### src/hdl/erds_queue.sv
module erds_queue #(
    parameter int WIDTH = 8,
    parameter int DEPTH = 2
) (
    input  logic             clk,
    input  logic             rst_n,
    input  logic             push,
    input  logic [WIDTH-1:0] din,
    output logic             full,
    input  logic             pop,
    output logic [WIDTH-1:0] dout,
    output logic             valid
);

    localparam int PTR_BITS = (DEPTH > 1) ? $clog2(DEPTH) : 1;
    localparam int CNT_BITS = $clog2(DEPTH + 1);
    localparam logic [PTR_BITS-1:0] LAST_PTR = PTR_BITS'(DEPTH - 1);
    localparam logic [CNT_BITS-1:0] FULL_CNT = CNT_BITS'(DEPTH);

    logic [WIDTH-1:0]    mem_reg [DEPTH];
    logic [PTR_BITS-1:0] wptr_reg, wptr_next;
    logic [PTR_BITS-1:0] rptr_reg, rptr_next;
    logic [CNT_BITS-1:0] count_reg, count_next;

    assign full  = (count_reg == FULL_CNT);
    assign valid = (count_reg != '0);
    assign dout  = mem_reg[rptr_reg];

    always_comb
    begin
        wptr_next  = wptr_reg;
        rptr_next  = rptr_reg;
        count_next = count_reg;
        if (push)
        begin
            wptr_next = (wptr_reg == LAST_PTR) ? '0 : wptr_reg + 1'b1;
        end
        if (pop)
        begin
            rptr_next = (rptr_reg == LAST_PTR) ? '0 : rptr_reg + 1'b1;
        end
        if (push && !pop)
        begin
            count_next = count_reg + 1'b1;
        end
        else if (pop && !push)
        begin
            count_next = count_reg - 1'b1;
        end
    end

    always_ff @(posedge clk or negedge rst_n)
    begin
        if (!rst_n)
        begin
            wptr_reg  <= '0;
            rptr_reg  <= '0;
            count_reg <= '0;
        end
        else
        begin
            wptr_reg  <= wptr_next;
            rptr_reg  <= rptr_next;
            count_reg <= count_next;
        end
    end

    always_ff @(posedge clk)
    begin
        if (push)
        begin
            mem_reg[wptr_reg] <= din;
        end
    end

endmodule

### config.mk
export PLATFORM = sky130hd
export DESIGN_NAME = erds_queue
export DESIGN_NICKNAME = d
export VERILOG_FILES = /design/src/hdl/erds_queue.sv
export SDC_FILE = /design/constraint.sdc
export NUM_CORES = 1
export LEC_CHECK = 0
export BUFFER_PORTS_ARGS = -buffer_cell sky130_fd_sc_hd__buf_2
export CAP_MARGIN = 20
export CORE_AREA = 2 2 41 52
export DETAILED_ROUTE_END_ITERATION = 12
export DIE_AREA = 0 0 43 54
export GPL_TIMING_DRIVEN = 0
export MAX_ROUTING_LAYER = met4
export PLACE_DENSITY_LB_ADDON = 0.2
export SYNTH_ARGS = -nofsm -noshare
export SYNTH_HDL_FRONTEND = slang
export SYNTH_SLANG_ARGS = --single-unit
### constraint.sdc
create_clock -name clk -period 1.3 [get_ports clk]
set_input_delay 0.26 -clock clk [delete_from_list [all_inputs] [get_ports clk]]
set_output_delay 0.26 -clock clk [all_outputs]
set_load 0.01 [all_outputs]
[After elaboration in Yosys (flattened, before gate mapping)]
Memory sizes are Yosys's and may differ from the RTL's.
Cells that the tools add are included.
Word-level totals
  memory bits (writable): 16
  word-level logic and storage cells: 21
  ROM bits: 0
  bits in latches: 0
  bits in registers: 4
  bits of input ports: 12
  memories kept: 1
  output and inout port bits: 10
Cells by class
  divide/modulo/power cells: 0
  $add $sub $neg: 4
  bitwise gates (word level): 0
  reduce and logical (&&, ||, !) cells: 6
  shift operators: 0
  magnitude comparators: 0
  $mul: 0
  muxes and demuxes: 6
  equality and inequality tests: 1
Memories
  mem_reg: depth 2, bits a word 8, rd ports 1, clocked after Yosys merged registers in 0, write ports 1, line 20  | logic [WIDTH-1:0] mem_reg [DEPTH];
Operator list (number)
  1-bit two-way mux: 4
  2-bit two-way mux: 2
  2-bit nonzero test: 2
  1-bit adder, second input constant: 2
  2-bit by 1-bit adder with 2-bit output, second input constant: 1
  2-bit equality test, second input constant: 1
  1-bit logical AND: 2
  1-bit logical NOT: 2
  2-bit by 1-bit subtractor with 2-bit output, second input constant: 1

[Longest topological paths before layout]
  depth in word-level cells: 4
  mapped depth: 5
  mapped depth without buffers: 5

[Least setup slack after synthesis]
No wires, ideal clock.
  path type: reg-to-reg
  start point: reg wptr_reg
  end point: mem mem_reg[0][0] (enable)
  buffers on the path: 0
  data arrival time: 0.789 ns
  required time: 0.927 ns
  slack: 0.138 ns
  period minus slack after synthesis: 1.162 ns
  stages on the path, launching flop included: 2
  library setup time: 0.373 ns
  path through: dfrtp_1 nor2b_1
RTL lines
  start: declaration: line 21  | logic [PTR_BITS-1:0] wptr_reg, wptr_next;
  start signal: assignment: line 62  | wptr_reg <= wptr_next;
  end: declaration: line 20
Straight into the memory's write port.

[Final worst setup path]
  start point: reg rptr_reg
  end point: out dout[5]
Between the ends
  cells in the longest elaborated chain, start to end: 1
RTL lines
  start: declaration: line 22  | logic [PTR_BITS-1:0] rptr_reg, rptr_next;
  start signal: assignment: line 63  | rptr_reg <= rptr_next;
  memory read 2 x 8 bit
  end: declaration: line 11  | output logic [WIDTH-1:0] dout,
No other way between the ends.

==> impl_metrics.json <==
{
  "hold_viol": 0,
  "status": "finished with violations",
  "dp_cells": 82,
  "endpoint_kind": "primary output",
  "firstDrtPassIters": 3,
  "cap_violations": 0,
  "rows": 18,
  "antenna_found_initial": 0,
  "gr-total-overflow": 0,
  "initial_core_util_pct": 40.9,
  "largest_register_ffs": 16,
  "clock_sinks": 20,
  "diodes": 0,
  "drc_errors": 0,
  "worstSetupPathType": "reg -> out",
  "wl_mm": 1.22,
  "viasPerCell": 4.74,
  "worstHoldStart": "din[1]",
  "dieArea_sq_um": 2320,
  "r2r_cells": 1,
  "skew_ns": 0.00278,
  "synth_fa_ha_area_share_pct": 1.62,
  "syn_inst": 41,
  "fillCellCount": 166,
  "vias": 436,
  "multi_input_area_sq_um": 213,
  "io_buffer_count": 21,
  "cts_made_buffers": 3,
  "rsz0062_at_grt": "yes",
  "grt_max_degree": 12,
  "r2r_slack_ns": 0.19,
  "yosysSeqAreaShare_pct": 75.1,
  "final_area_sq_um": 1080,
  "worstPathArrival_ns": 1.27,
  "gp_congestion": 0.682,
  "cts_tree": "yes",
  "fp.coreArea_sq_um": 1890,
  "violations": "setup timing",
  "grt_pass1_vias": 431,
  "r2r_start": "wptr_reg",
  "grt_use_total_pct": 11.6,
  "finalNonFillerCells": 92,
  "grt_pass1_wl_mm": 1.84,
  "hold_depth": 1,
  "clk_pin_slew_ns": 0.10,
  "leakagePower_nw": 0.467,
  "io_pins": 22,
  "pwr_density_cell_nw_per_um2": 2090,
  "ant_nets": 0,
  "worstPathMaxFanout": 5,
  "cts_root_buffer": "clkbuf_4",
  "yosys_register_bits": 20,
  "clk_latency_ns": 0.29,
  "die_h_um": 54,
  "synth_top_family_by_area": "multiplexers",
  "synth_warnings": 0,
  "num-nets-final": 86,
  "ys_types": 13,
  "crit_required_ns": 1.04,
  "fmax_ghz": 0.652,
  "min_path_type": "in -> reg",
  "clk_path_buf_depth": 2,
  "setup_viol": 10,
  "h-tree-depth": 1,
  "setup_ws_ns": -0.233,
  "min_to": "mem_reg[0][1]",
  "period_minus_slack_ns": 1.53,
  "syn_avg_cell_area_sq_um": 18.9,
  "ir_drop_uv": 1070,
  "period_share_pct": 118,
  "slew_viol_final": 0,
  "synth.area.mux_share_pct": 11.7,
  "area_growth_pct": 39.5,
  "synthesis.area_sq_um": 773,
  "maxSlewHeadroom_pct": 73.6,
  "placed_area_sq_um": 903,
  "layout-drive-gt1-share_pct": 56.9,
  "syn-num-nets": 54,
  "worstSetupStartpointType": "register",
  "synth-simple-area-share_pct": 4.05,
  "worst_pin_slew_ns": 0.394,
  "drt_iter0_markers": 7,
  "synth_compound_area_share_pct": 0,
  "final-seq-area_sq_um": 581,
  "synth_xor_xnor_area_share_pct": 5.66,
  "fp.dieW_um": 43,
  "wl_per_cell_um": 13.3,
  "r2r_end": "mem_reg[1][2]"
}
-- cells in the mapped netlist --
| library cell | count | area share (%) |
|---|---|---|
| edfxtp_1 | 16 | 62 |
| mux2_2 | 8 | 12 |
| dfrtp_1 | 4 | 13 |
| xor2_1 | 4 | 4.5 |
| and2_1 | 1 | 0.81 |
| and2b_2 | 1 | 1.1 |
| buf_6 | 1 | 1.5 |
| ha_1 | 1 | 1.6 |
| inv_1 | 1 | 0.48 |
| nor2_1 | 1 | 0.48 |
| nor2b_1 | 1 | 0.81 |
| or2_2 | 1 | 0.81 |
| xnor2_1 | 1 | 1.1 |
-- cell usage in the layout (no fill, tap or decap), drive strengths merged --
master       netlist  routed
and2               1       1
and2b              1       1
buf                1      27
clkbuf             0       3
clkinv             0       1
dfrtp              4       4
dlygate4sd3        0       1
edfxtp            16      16
ha                 1       1
inv                1       1
mux2               8       8
nor2               1       1
nor2b              1       1
or2                1       1
xnor2              1       1
xor2               4       4
-- per-stage QoR --
step | hold slack, ns | utilization [%] | total power [W] | setup WS, ns | setup TNS, ns
finish | 0.150 | 57.0 | 0.00226 | -0.233 | -1.82
global placement | 0.0674 | 47.8 | 0.00157 | -0.0909 | -0.726
global route | 0.140 | 57.0 | 0.00239 | -0.277 | -2.25
floorplan | -0.0356 | - | 0.00136 | 0.138 | 0
detailed placement | 0.0741 | 47.8 | 0.00158 | -0.0370 | -0.295
CTS | 0.138 | 53.8 | 0.00211 | -0.251 | -1.99
-- where the power goes --
part | internal (W) | leakage (nW) | switching [W]
Clock | 0.000112 | 0.0154 | 0.000171
Combinational | 0.000651 | 0.255 | 0.000373
Sequential | 0.000871 | 0.197 | 0.0000815
-- kinds of logic (layout without fill, tap and decap cells) --
group | count (synthesis) | count (layout)
fa+ha+maj | 1 | 1
simple gates | 5 | 5
flops | 20 | 20
mux | 8 | 8
xor+xnor | 5 | 5
buf+inv | 2 | 33
-- layer usage --
metal	vias to the layer above	wire [um]	global-route usage (%)
met2	13	715	20.7
li1	212	-	-
met1	211	451	12.9
met4	0	0	4.55
met3	0	54	2.01
met5	-	0	-
-- critical path, stage by stage (launching register included) --
cell and delay, ns:
dfrtp_1 0.41, buf_6 0.15, mux2_4 0.30, buf_6 0.12
-- worst max-delay path by stage --
stage | endpoint | startpoint | cells past startpoint | slack, ns
finish | dout[5] | rptr_reg | 3 | -0.23
global route | dout[5] | rptr_reg | 3 | -0.28
global placement | mem_reg[0][0] | push | 2 | -0.09
floorplan | mem_reg[0][0] | wptr_reg | 1 | 0.14
CTS | dout[7] | rptr_reg | 3 | -0.25
detailed placement | mem_reg[0][0] | push | 2 | -0.04
-- area by class of cell --
cell class	instances	area share [%]
inverters	1	0.348
clock inverters	1	0.348
flip-flops and latches	20	53.8
plain buffers	1	1.04
well taps	20	2.32
multi-input cells	19	19.7
clock buffers	3	2.09
repair buffers	27	20.3
-- what timing repair did --
action | CTS | global route
resized for setup | 10 | 12
pin swaps | 1 | 1
setup buffers | 3 | 1
endpoints found under the setup margin | 18 | 10
hold endpoints to repair | 4 | 0
gates cloned | 1 | 0
hold buffers | 1 | 0
No activity file was read; power rests on OpenSTA's default activity.
