[src/hdl/erds_pkg.sv]
package erds_pkg;

    // rank selection mode, as held in the select_mode register
    typedef enum logic
    {
        MODE_LOWEST  = 1'b0,
        MODE_HIGHEST = 1'b1
    } erds_mode_t;

    // classification of one dimension, passed from front to back
    typedef struct packed
    {
        logic first;    // first dimension of a tuple
        logic last;     // final dimension of a tuple
        logic rated;    // rank defined and position within range
        logic exact;    // rank exactly at the extreme of the current mode
    } erds_flags_t;

    localparam int FLAGS_BITS = $bits(erds_flags_t);

    // configuration port
    localparam int  CFG_ADDR_BITS = 3;
    localparam int  CFG_DATA_BITS = 32;
    localparam logic CFG_IDX_SELECT_MODE = 1'b0;

    // output position field
    localparam int OUT_POS_BITS = 4;

endpackage

[src/hdl/erds_in_if.sv]
interface erds_in_if #(
    parameter int VALUE_BITS = 32
);
    logic                  valid;
    logic                  ready;
    logic [VALUE_BITS-1:0] entry_value;
    logic [31:0]           entry_key;
    logic                  set_empty;
    logic [VALUE_BITS-1:0] min_value;
    logic [31:0]           min_key;
    logic [VALUE_BITS-1:0] max_value;
    logic [31:0]           max_key;
    logic                  last_dim;

    modport source
    (
        output valid, entry_value, entry_key, set_empty,
               min_value, min_key, max_value, max_key, last_dim,
        input  ready
    );

    modport sink
    (
        input  valid, entry_value, entry_key, set_empty,
               min_value, min_key, max_value, max_key, last_dim,
        output ready
    );
endinterface

[src/hdl/erds_front.sv]
module erds_front #(
    parameter int MAX_DIMS   = 16,
    parameter int VALUE_BITS = 32,
    parameter int CNT_BITS   = 5
) (
    input  logic                    clk,
    input  logic                    rst_n,
    erds_in_if.sink                 entries,
    input  erds_pkg::erds_mode_t    mode,
    input  logic                    q_full,
    output logic                    push,
    output erds_pkg::erds_flags_t   flags,
    output logic [CNT_BITS-1:0]     pos,
    output logic [VALUE_BITS-1:0]   num,
    output logic [VALUE_BITS-1:0]   den
);

    localparam logic [VALUE_BITS-1:0] ONE   = {{(VALUE_BITS-1){1'b0}}, 1'b1};
    localparam logic [CNT_BITS-1:0]   LIMIT = CNT_BITS'(MAX_DIMS);

    logic [CNT_BITS-1:0] cnt_reg, cnt_next;
    logic                skip_reg, skip_next;

    logic [VALUE_BITS:0] diff_v;
    logic [VALUE_BITS:0] diff_h;
    logic                below_min;
    logic                above_max;
    logic                defined;
    logic                in_range;
    logic                exact_c;
    logic                accept;

    assign diff_v = {entries.entry_value[VALUE_BITS-1], entries.entry_value}
                  - {entries.min_value[VALUE_BITS-1], entries.min_value};
    assign diff_h = {entries.max_value[VALUE_BITS-1], entries.max_value}
                  - {entries.min_value[VALUE_BITS-1], entries.min_value};

    // ordered by value, then key
    assign below_min = ($signed(entries.entry_value) < $signed(entries.min_value))
                    || (entries.entry_value == entries.min_value
                        && entries.entry_key < entries.min_key);
    assign above_max = ($signed(entries.max_value) < $signed(entries.entry_value))
                    || (entries.max_value == entries.entry_value
                        && entries.max_key < entries.entry_key);

    always_comb
    begin
        defined = 1'b1;
        num     = '0;
        den     = ONE;
        if (entries.set_empty)
        begin
            num = '0;
        end
        else if (entries.min_key == entries.max_key)
        begin
            num = ONE;
        end
        else if (below_min)
        begin
            num = '0;
        end
        else if (above_max)
        begin
            num = ONE;
        end
        else if (entries.max_value == entries.min_value)
        begin
            // zero span: rank undefined
            defined = 1'b0;
        end
        else
        begin
            num = diff_v[VALUE_BITS-1:0];
            den = diff_h[VALUE_BITS-1:0];
        end
    end

    assign in_range = (cnt_reg < LIMIT);
    assign exact_c  = (mode == erds_pkg::MODE_HIGHEST) ? (num == den) : (num == '0);

    assign entries.ready = skip_reg || !q_full;
    assign accept        = entries.valid && entries.ready;
    assign push          = accept && !skip_reg;

    assign pos         = cnt_reg;
    assign flags.first = (cnt_reg == '0);
    assign flags.last  = entries.last_dim;
    assign flags.rated = defined && in_range;
    assign flags.exact = defined && in_range && exact_c;

    always_comb
    begin
        cnt_next  = cnt_reg;
        skip_next = skip_reg;
        if (accept)
        begin
            if (skip_reg)
            begin
                if (entries.last_dim)
                begin
                    skip_next = 1'b0;
                    cnt_next  = '0;
                end
            end
            else if (entries.last_dim)
            begin
                cnt_next = '0;
            end
            else if (flags.exact)
            begin
                skip_next = 1'b1;
                cnt_next  = cnt_reg + 1'b1;
            end
            else if (in_range)
            begin
                cnt_next = cnt_reg + 1'b1;
            end
        end
    end

    always_ff @(posedge clk or negedge rst_n)
    begin
        if (!rst_n)
        begin
            cnt_reg  <= '0;
            skip_reg <= 1'b0;
        end
        else
        begin
            cnt_reg  <= cnt_next;
            skip_reg <= skip_next;
        end
    end

endmodule

[src/flat_wrapper.sv]
// flat-port wrapper written by rule: the top's interface ports become plain ports
module erds_front_flat 
#(
    parameter int MAX_DIMS   = 16,
    parameter int VALUE_BITS = 32,
    parameter int CNT_BITS   = 5
)
  (clk, rst_n, mode, q_full, push, flags, pos, num, den, entries_valid, entries_entry_value, entries_entry_key, entries_set_empty, entries_min_value, entries_min_key, entries_max_value, entries_max_key, entries_last_dim, entries_ready);
  erds_in_if #(.VALUE_BITS(VALUE_BITS)) entries_i ();
  input  logic clk;
  input  logic rst_n;
  input  erds_pkg::erds_mode_t mode;
  input  logic q_full;
  output logic push;
  output erds_pkg::erds_flags_t flags;
  output logic [CNT_BITS-1:0] pos;
  output logic [VALUE_BITS-1:0] num;
  output logic [VALUE_BITS-1:0] den;
  input wire logic [$bits(entries_i.valid)-1:0] entries_valid;
  input wire logic [$bits(entries_i.entry_value)-1:0] entries_entry_value;
  input wire logic [$bits(entries_i.entry_key)-1:0] entries_entry_key;
  input wire logic [$bits(entries_i.set_empty)-1:0] entries_set_empty;
  input wire logic [$bits(entries_i.min_value)-1:0] entries_min_value;
  input wire logic [$bits(entries_i.min_key)-1:0] entries_min_key;
  input wire logic [$bits(entries_i.max_value)-1:0] entries_max_value;
  input wire logic [$bits(entries_i.max_key)-1:0] entries_max_key;
  input wire logic [$bits(entries_i.last_dim)-1:0] entries_last_dim;
  output wire logic [$bits(entries_i.ready)-1:0] entries_ready;
  assign entries_i.valid = entries_valid;
  assign entries_i.entry_value = entries_entry_value;
  assign entries_i.entry_key = entries_entry_key;
  assign entries_i.set_empty = entries_set_empty;
  assign entries_i.min_value = entries_min_value;
  assign entries_i.min_key = entries_min_key;
  assign entries_i.max_value = entries_max_value;
  assign entries_i.max_key = entries_max_key;
  assign entries_i.last_dim = entries_last_dim;
  assign entries_ready = entries_i.ready;
  erds_front #(.MAX_DIMS(MAX_DIMS), .VALUE_BITS(VALUE_BITS), .CNT_BITS(CNT_BITS)) u_core (.clk(clk), .rst_n(rst_n), .entries(entries_i), .mode(mode), .q_full(q_full), .push(push), .flags(flags), .pos(pos), .num(num), .den(den));
endmodule
[config.mk]
export PLATFORM = sky130hd
export DESIGN_NAME = erds_front_flat
export DESIGN_NICKNAME = d
export VERILOG_FILES = /design/src/hdl/erds_pkg.sv /design/src/hdl/erds_in_if.sv /design/src/hdl/erds_front.sv /design/src/flat_wrapper.sv
export SDC_FILE = /design/constraint.sdc
export NUM_CORES = 1
export LEC_CHECK = 0
export ABC_AREA = 1
export BUFFER_PORTS_ARGS = -buffer_cell sky130_fd_sc_hd__buf_2
export CAP_MARGIN = 20
export CORE_MARGIN = 2
export CORE_UTILIZATION = 30
export CTS_BUF_LIST = sky130_fd_sc_hd__clkbuf_8
export DETAILED_ROUTE_END_ITERATION = 16
export PLACE_DENSITY = 0.51
export SLEW_MARGIN = 5
export SYNTH_ARGS = -nofsm -noshare
export SYNTH_HDL_FRONTEND = slang
export SYNTH_SLANG_ARGS = --single-unit
[constraint.sdc]
create_clock -name clk -period 2.2 [get_ports clk]
set_clock_uncertainty 0.1 [all_clocks]
set_input_delay 0 -clock clk [delete_from_list [all_inputs] [get_ports clk]]
set_output_delay 0 -clock clk [all_outputs]
set_load 0.02 [all_outputs]
**Word-level counts from Yosys, hierarchy flattened**

Cells that the tools add are included.

- Flip-flop bits (word level): 6
- Output and inout port bits: 75
- Word-level logic and storage cells: 56

- Add/subtract/negate cells: 3
- Reductions and logical operators: 15
- Equal/unequal tests: 6
- Order comparisons: 5
- Mux-type cells: 25

Operators with widths:

| cell | count |
|---|---|
| $mux W32 | 10 |
| $eq A32 B32 Y1 | 5 |
| $lt A32 B32 Y1 | 4 |
| $sub A32 B32 Y32 | 2 |
| $logic_not A32 Y1 | 1 |
| $mux W5 | 5 |
| $mux W1 | 10 |
| $logic_and A1 B1 Y1 | 6 |
| $add A5 B1 Y5 const B | 1 |
| $logic_not A5 Y1 | 1 |
| $lt A5 B5 Y1 const B | 1 |
| $logic_or A1 B1 Y1 | 3 |
| $reduce_and A3 Y1 | 1 |
| $reduce_bool A3 Y1 | 1 |
| $logic_not A1 Y1 | 2 |
| $ne A2 B2 Y1 const B | 1 |

**Longest topological paths before layout**

- Word-level depth: 13
- Depth in mapped cells: 29
- Depth with buffers taken out: 29

**Worst setup path after synthesis**

OpenSTA, ideal clock, no wires.

- Kind: input -> register
- Start: input port entries_entry_value[0]
- End: register u_core.skip_reg
- Slack: -0.578 ns
- Arrival time: 2.556 ns
- Stages on the path: 26
- Setup time: 0.123 ns
- Required time: 1.977 ns
- Path through: inv_1 ha_1 fa_1 inv_1 nand2_1 nand2_1 nand3_1 nand2_1 nand2_1 nand2_2 nand2_1 nand3_1 nand2_1 inv_2 nand2_4 buf_6 nor3_1 nand2_1 nand4_1 nor2_1 nand2_1 nor2_1 nand2_1 nand2_1 nand3_1 a21oi_2

- Cells in the longest elaborated chain, start to end: 13
- Elaborated cells between the ends (all ways): 30
- Classes of those cells: add/sub: 1; order compare: 2; eq/ne: 3; mux: 17; reduce/logical: 7

RTL lines:

| item | RTL line | RTL |
|---|---|---|
| from (decl) | flat_wrapper.sv:20 | `input wire logic [$bits(entries_i.entry_value)-1:0] entries_entry_value;` |
| parallel branches: the longest is 4 deep, another holds $lt A32 B32 Y1 | n/a |  |
| $mux W32 (*) | erds_front.sv:59 | `else if (below_min)` |
| $mux W32 (*) | erds_front.sv:55 | `else if (entries.min_key == entries.max_key)` |
| $mux W32 (*) | erds_front.sv:51 | `if (entries.set_empty)` |
| net den[5] | flat_wrapper.sv:18 | `output logic [VALUE_BITS-1:0] den;` |
| $eq A32 B32 Y1 (*) | erds_front.sv:80 | `assign exact_c = (mode == erds_pkg::MODE_HIGHEST) ? (num == den) : (num == '0);` |
| $mux W1 (*) | erds_front.sv:80 |  |
| $logic_and A1 B1 Y1 (*) | erds_front.sv:90 | `assign flags.exact = defined && in_range && exact_c;` |
| $mux W1 (*) | erds_front.sv:110 | `else if (flags.exact)` |
| $mux W1 (*) | erds_front.sv:106 | `else if (entries.last_dim)` |
| $mux W1 (*) | erds_front.sv:98 | `if (skip_reg)` |
| to (signal assigned) | erds_front.sv:132 | `skip_reg <= skip_next;` |
| to (decl) | erds_front.sv:22 | `logic skip_reg, skip_next;` |

Mark *: on every way through the listed nets, which the timed path passes.
A chain may end at the register's enable or synchronous reset.

==> results_dict.tcl <==
set metrics [dict create \
    status "complete, but fails checks" \
    violations "hold timing, setup timing" \
    final_cells 2857 \
    synth_top_cells_by_area "ha_1 21%, nand2_1 18%, inv_1 13%, nor2_1 9.1%, a21oi_1 6.3%" \
    worstHoldPathType "input pin to register" \
    largest_reg_flops 5 \
    synth_top_family_by_area "simple AND/OR/NAND/NOR gates" \
    grt_max_degree 29 \
    netlist_area_sq_um 9410 \
    worst_ep_required_time_ns 2.10 \
    fp.dieH_microns 181 \
    holdWs_ns -0.00437 \
    clockRootBuffer "clkbuf_8" \
    io_pins 274 \
    cts_made_buffers 3 \
    ys_async_sr_fraction_pct 100 \
    synth-xor-area-share_pct 4.56 \
    crit_fanout 28 \
    placed_cells 2809 \
    via_per_inst 4.74 \
    die_w_microns 181 \
    synth_top_area_cell "ha_1" \
    register_area_sq_um 150 \
    grt_pass1_vias 13200 \
    htree_levels 1 \
    multi_input_area_sq_um 9580 \
    setup_slack_ns -0.708 \
    fin_crit_sh_pct 132 \
    rsz0062_at_grt "true" \
    grt_overflow 0 \
    clockBufferDepth 2 \
    synth_ff_type "dfrtp_1" \
    drt-pass1-iter-count 5 \
    grt_usage_pct 25.5 \
    portBuffers 273 \
    tightest_slew_ns 0.432 \
    dp_worst_setup_slack_ns -1.11 \
    fmax_mhz 344 \
    layout-drive-gt1-share_pct 45.1 \
    syn-num-nets 2103 \
    drv_cap 0 \
    vias 13500 \
    synth_cells 1743 \
    final_common_cell "buf_4" \
    ir_worst_vdd_mv 0.173 \
    place.gp.congestion 0.962 \
    wirelength_microns 43800 \
    power.leakage_uw 0.00923 \
    synth.area.mux_share_pct 0 \
    synth_seq_area_share_pct 1.60 \
    drc 0 \
    crit_type "input pin to primary output" \
    nNetsFinal 2817 \
    synth_warnings 0 \
    grt_pass1_wl_microns 67200 \
    setup_viol 67 \
    synth-compound-area-share_pct 12.4 \
    final_cell_mix "445 x buf_4, 384 x nand2_1, 286 x inv_1" \
    avgSynthCellArea_sq_um 5.40 \
    ant_nets 0 \
    start_util_pct 30.6 \
    synth_top_cell_area_share_pct 21.1 \
    hold_viol 1 \
    cellPowerDensity_nw_per_um2 346 \
    synth_cell_types 45 \
    drt-initial-drc-count 818 \
    synth_simple_gate_area_share_pct 44.8 \
    period_needed_ns 2.91 \
    core_area_sq_um 30700 \
    fin_util_pct 55.7 \
    synth-edff-count 0 \
    cp_data_arrival_time_ns 2.81 \
    rows 64 \
    dp_hpwl_microns 38300 \
    antenna_found_initial 5 \
    synth-seq-cells 6 \
    worstSetupEndpointType "primary output" \
    dieArea_sq_um 32800 \
    synthAdderAreaFrac_pct 21.6 \
    area_growth_pct 81.8 \
    start_kind "input pin" \
    cts_tree "yes" \
    fill_cells 3077 \
    post_drt_wl_per_cell_microns 15.3 \
    clock_sinks 6 \
    slew_headroom_pct 71.0 \
    clkLatencyLatePin_ns 0.23 \
    clkSlewWorstSetupHoldPaths_ns 0.04 \
    slew_violations 0 \
]
## cell usage after synthesis, types with 2 or more instances
| cell | n |
|---|---|
| and3_1 | 2 |
| buf_1 | 3 |
| nor3_2 | 3 |
| nand2_1 | 463 |
| nand3_2 | 5 |
| xor2_1 | 6 |
| nand3b_1 | 20 |
| or2_2 | 14 |
| a31oi_1 | 3 |
| inv_1 | 318 |
| a21o_1 | 8 |
| o21bai_1 | 6 |
| o21ai_0 | 44 |
| buf_4 | 2 |
| clkbuf_1 | 3 |
| a21oi_2 | 3 |
| o211ai_1 | 8 |
| nand3_1 | 103 |
| inv_2 | 7 |
| dfrtp_1 | 6 |
| and2_1 | 5 |
| o21a_1 | 13 |
| nand2_4 | 2 |
| buf_6 | 11 |
| fa_1 | 2 |
| nor2_1 | 227 |
| o21ai_1 | 4 |
| nand4_1 | 56 |
| buf_2 | 6 |
| xnor2_1 | 43 |
| nand2_2 | 4 |
| ha_1 | 159 |
| nor2_2 | 9 |
| a21oi_1 | 118 |
| nor3_1 | 47 |
## worst max-delay path, cell delays in order
cell and delay, ns:
buf_2 0.07, inv_1 0.06, buf_4 0.14, ha_4 0.27, nand2_4 0.07, nor2_1 0.09
nand4_1 0.13, nor2_2 0.16, nand3_2 0.15, nand2_1 0.11, inv_2 0.05, nand2_4 0.13
buf_6 0.13, nor2_8 0.04, buf_12 0.15, nand3_1 0.10, nand2_1 0.06, nand2_1 0.06
nand2_1 0.04, nor2_1 0.10, nand2_1 0.08, nor2_2 0.18, nand2_1 0.09, nand2_1 0.07
and2_2 0.14, buf_6 0.11
## power breakdown
part	switching [uW]	internal (uW)
logic	2990	2610
clock network	52.9	118
registers	19.8	129
## final cells by class
type	instances	share of cell area (%)
multi-input cells	1385	56.0
repair buffers	734	32.6
inverters	327	7.33
flip-flops and latches	6	0.877
diodes	6	0.0877
well taps	396	2.90
clock buffers	3	0.241
## per-stage QoR
| step | hold slack (ns) | setup TNS (ns) | cell area (sq um) | power [uW] |
|---|---|---|---|---|
| global route | 0.0352 | -19.41 | 17100 | 6400 |
| floorplan | -0.396 | -1.15 | 9780 | 2610 |
| global placement | -0.270 | -38.40 | 14700 | 4660 |
| CTS | 0.00413 | -11.80 | 16200 | 5530 |
| detailed placement | -0.269 | -40.79 | 14700 | 4710 |
| finish | -0.00437 | -10.99 | 17100 | 5920 |
## worst paths after layout
| path | start | end | slack (ns) | cells after the start |
|---|---|---|---|---|
| min | mode | u_core.skip_reg | -0.004 | 4 |
| max reg2reg | u_core.skip_reg | u_core.pos[2] | 0.73 | 10 |
| max in group asynchronous | rst_n | u_core.pos[0] | 1.83 | 2 |
| min in group asynchronous | rst_n | u_core.pos[2] | 0.02 | 2 |
| min reg2reg | u_core.skip_reg | u_core.skip_reg | 0.48 | 2 |
| max | entries_min_value[2] | flags[0] | -0.71 | 26 |
## layer usage
layer / vias up / track usage [%] / share of wire (%)
li1: 7039 / - / -
met1: 6053 / 33.0 / 44
met2: 353 / 45.0 / 47
met3: 83 / 1.53 / 4.5
met4: 0 / 8.26 / 3.9
met5: - / 0 / 0
## cells by family (layout without fill, tap and decap cells)
group                    after synthesis  in the layout
AND/OR/NAND/NOR                      965            965
AO/OA/AOI/OAI                        210            210
flip-flops                             6              6
XOR/XNOR                              49             49
adder cells (fa/ha/maj)              161            161
buffers and inverters                352           1064
other                                  0              6
## what timing repair did
item / in CTS / in global routing
pin swaps: 38 / 46
endpoints found under the hold margin: 6 / 0
buffers inserted: 24 / 11
cloned: 6 / 0
hold buffers: 1 / 0
setup endpoints to repair: 67 / 67
resized for setup: 318 / 196
No activity file was read; power rests on OpenSTA's default activity.
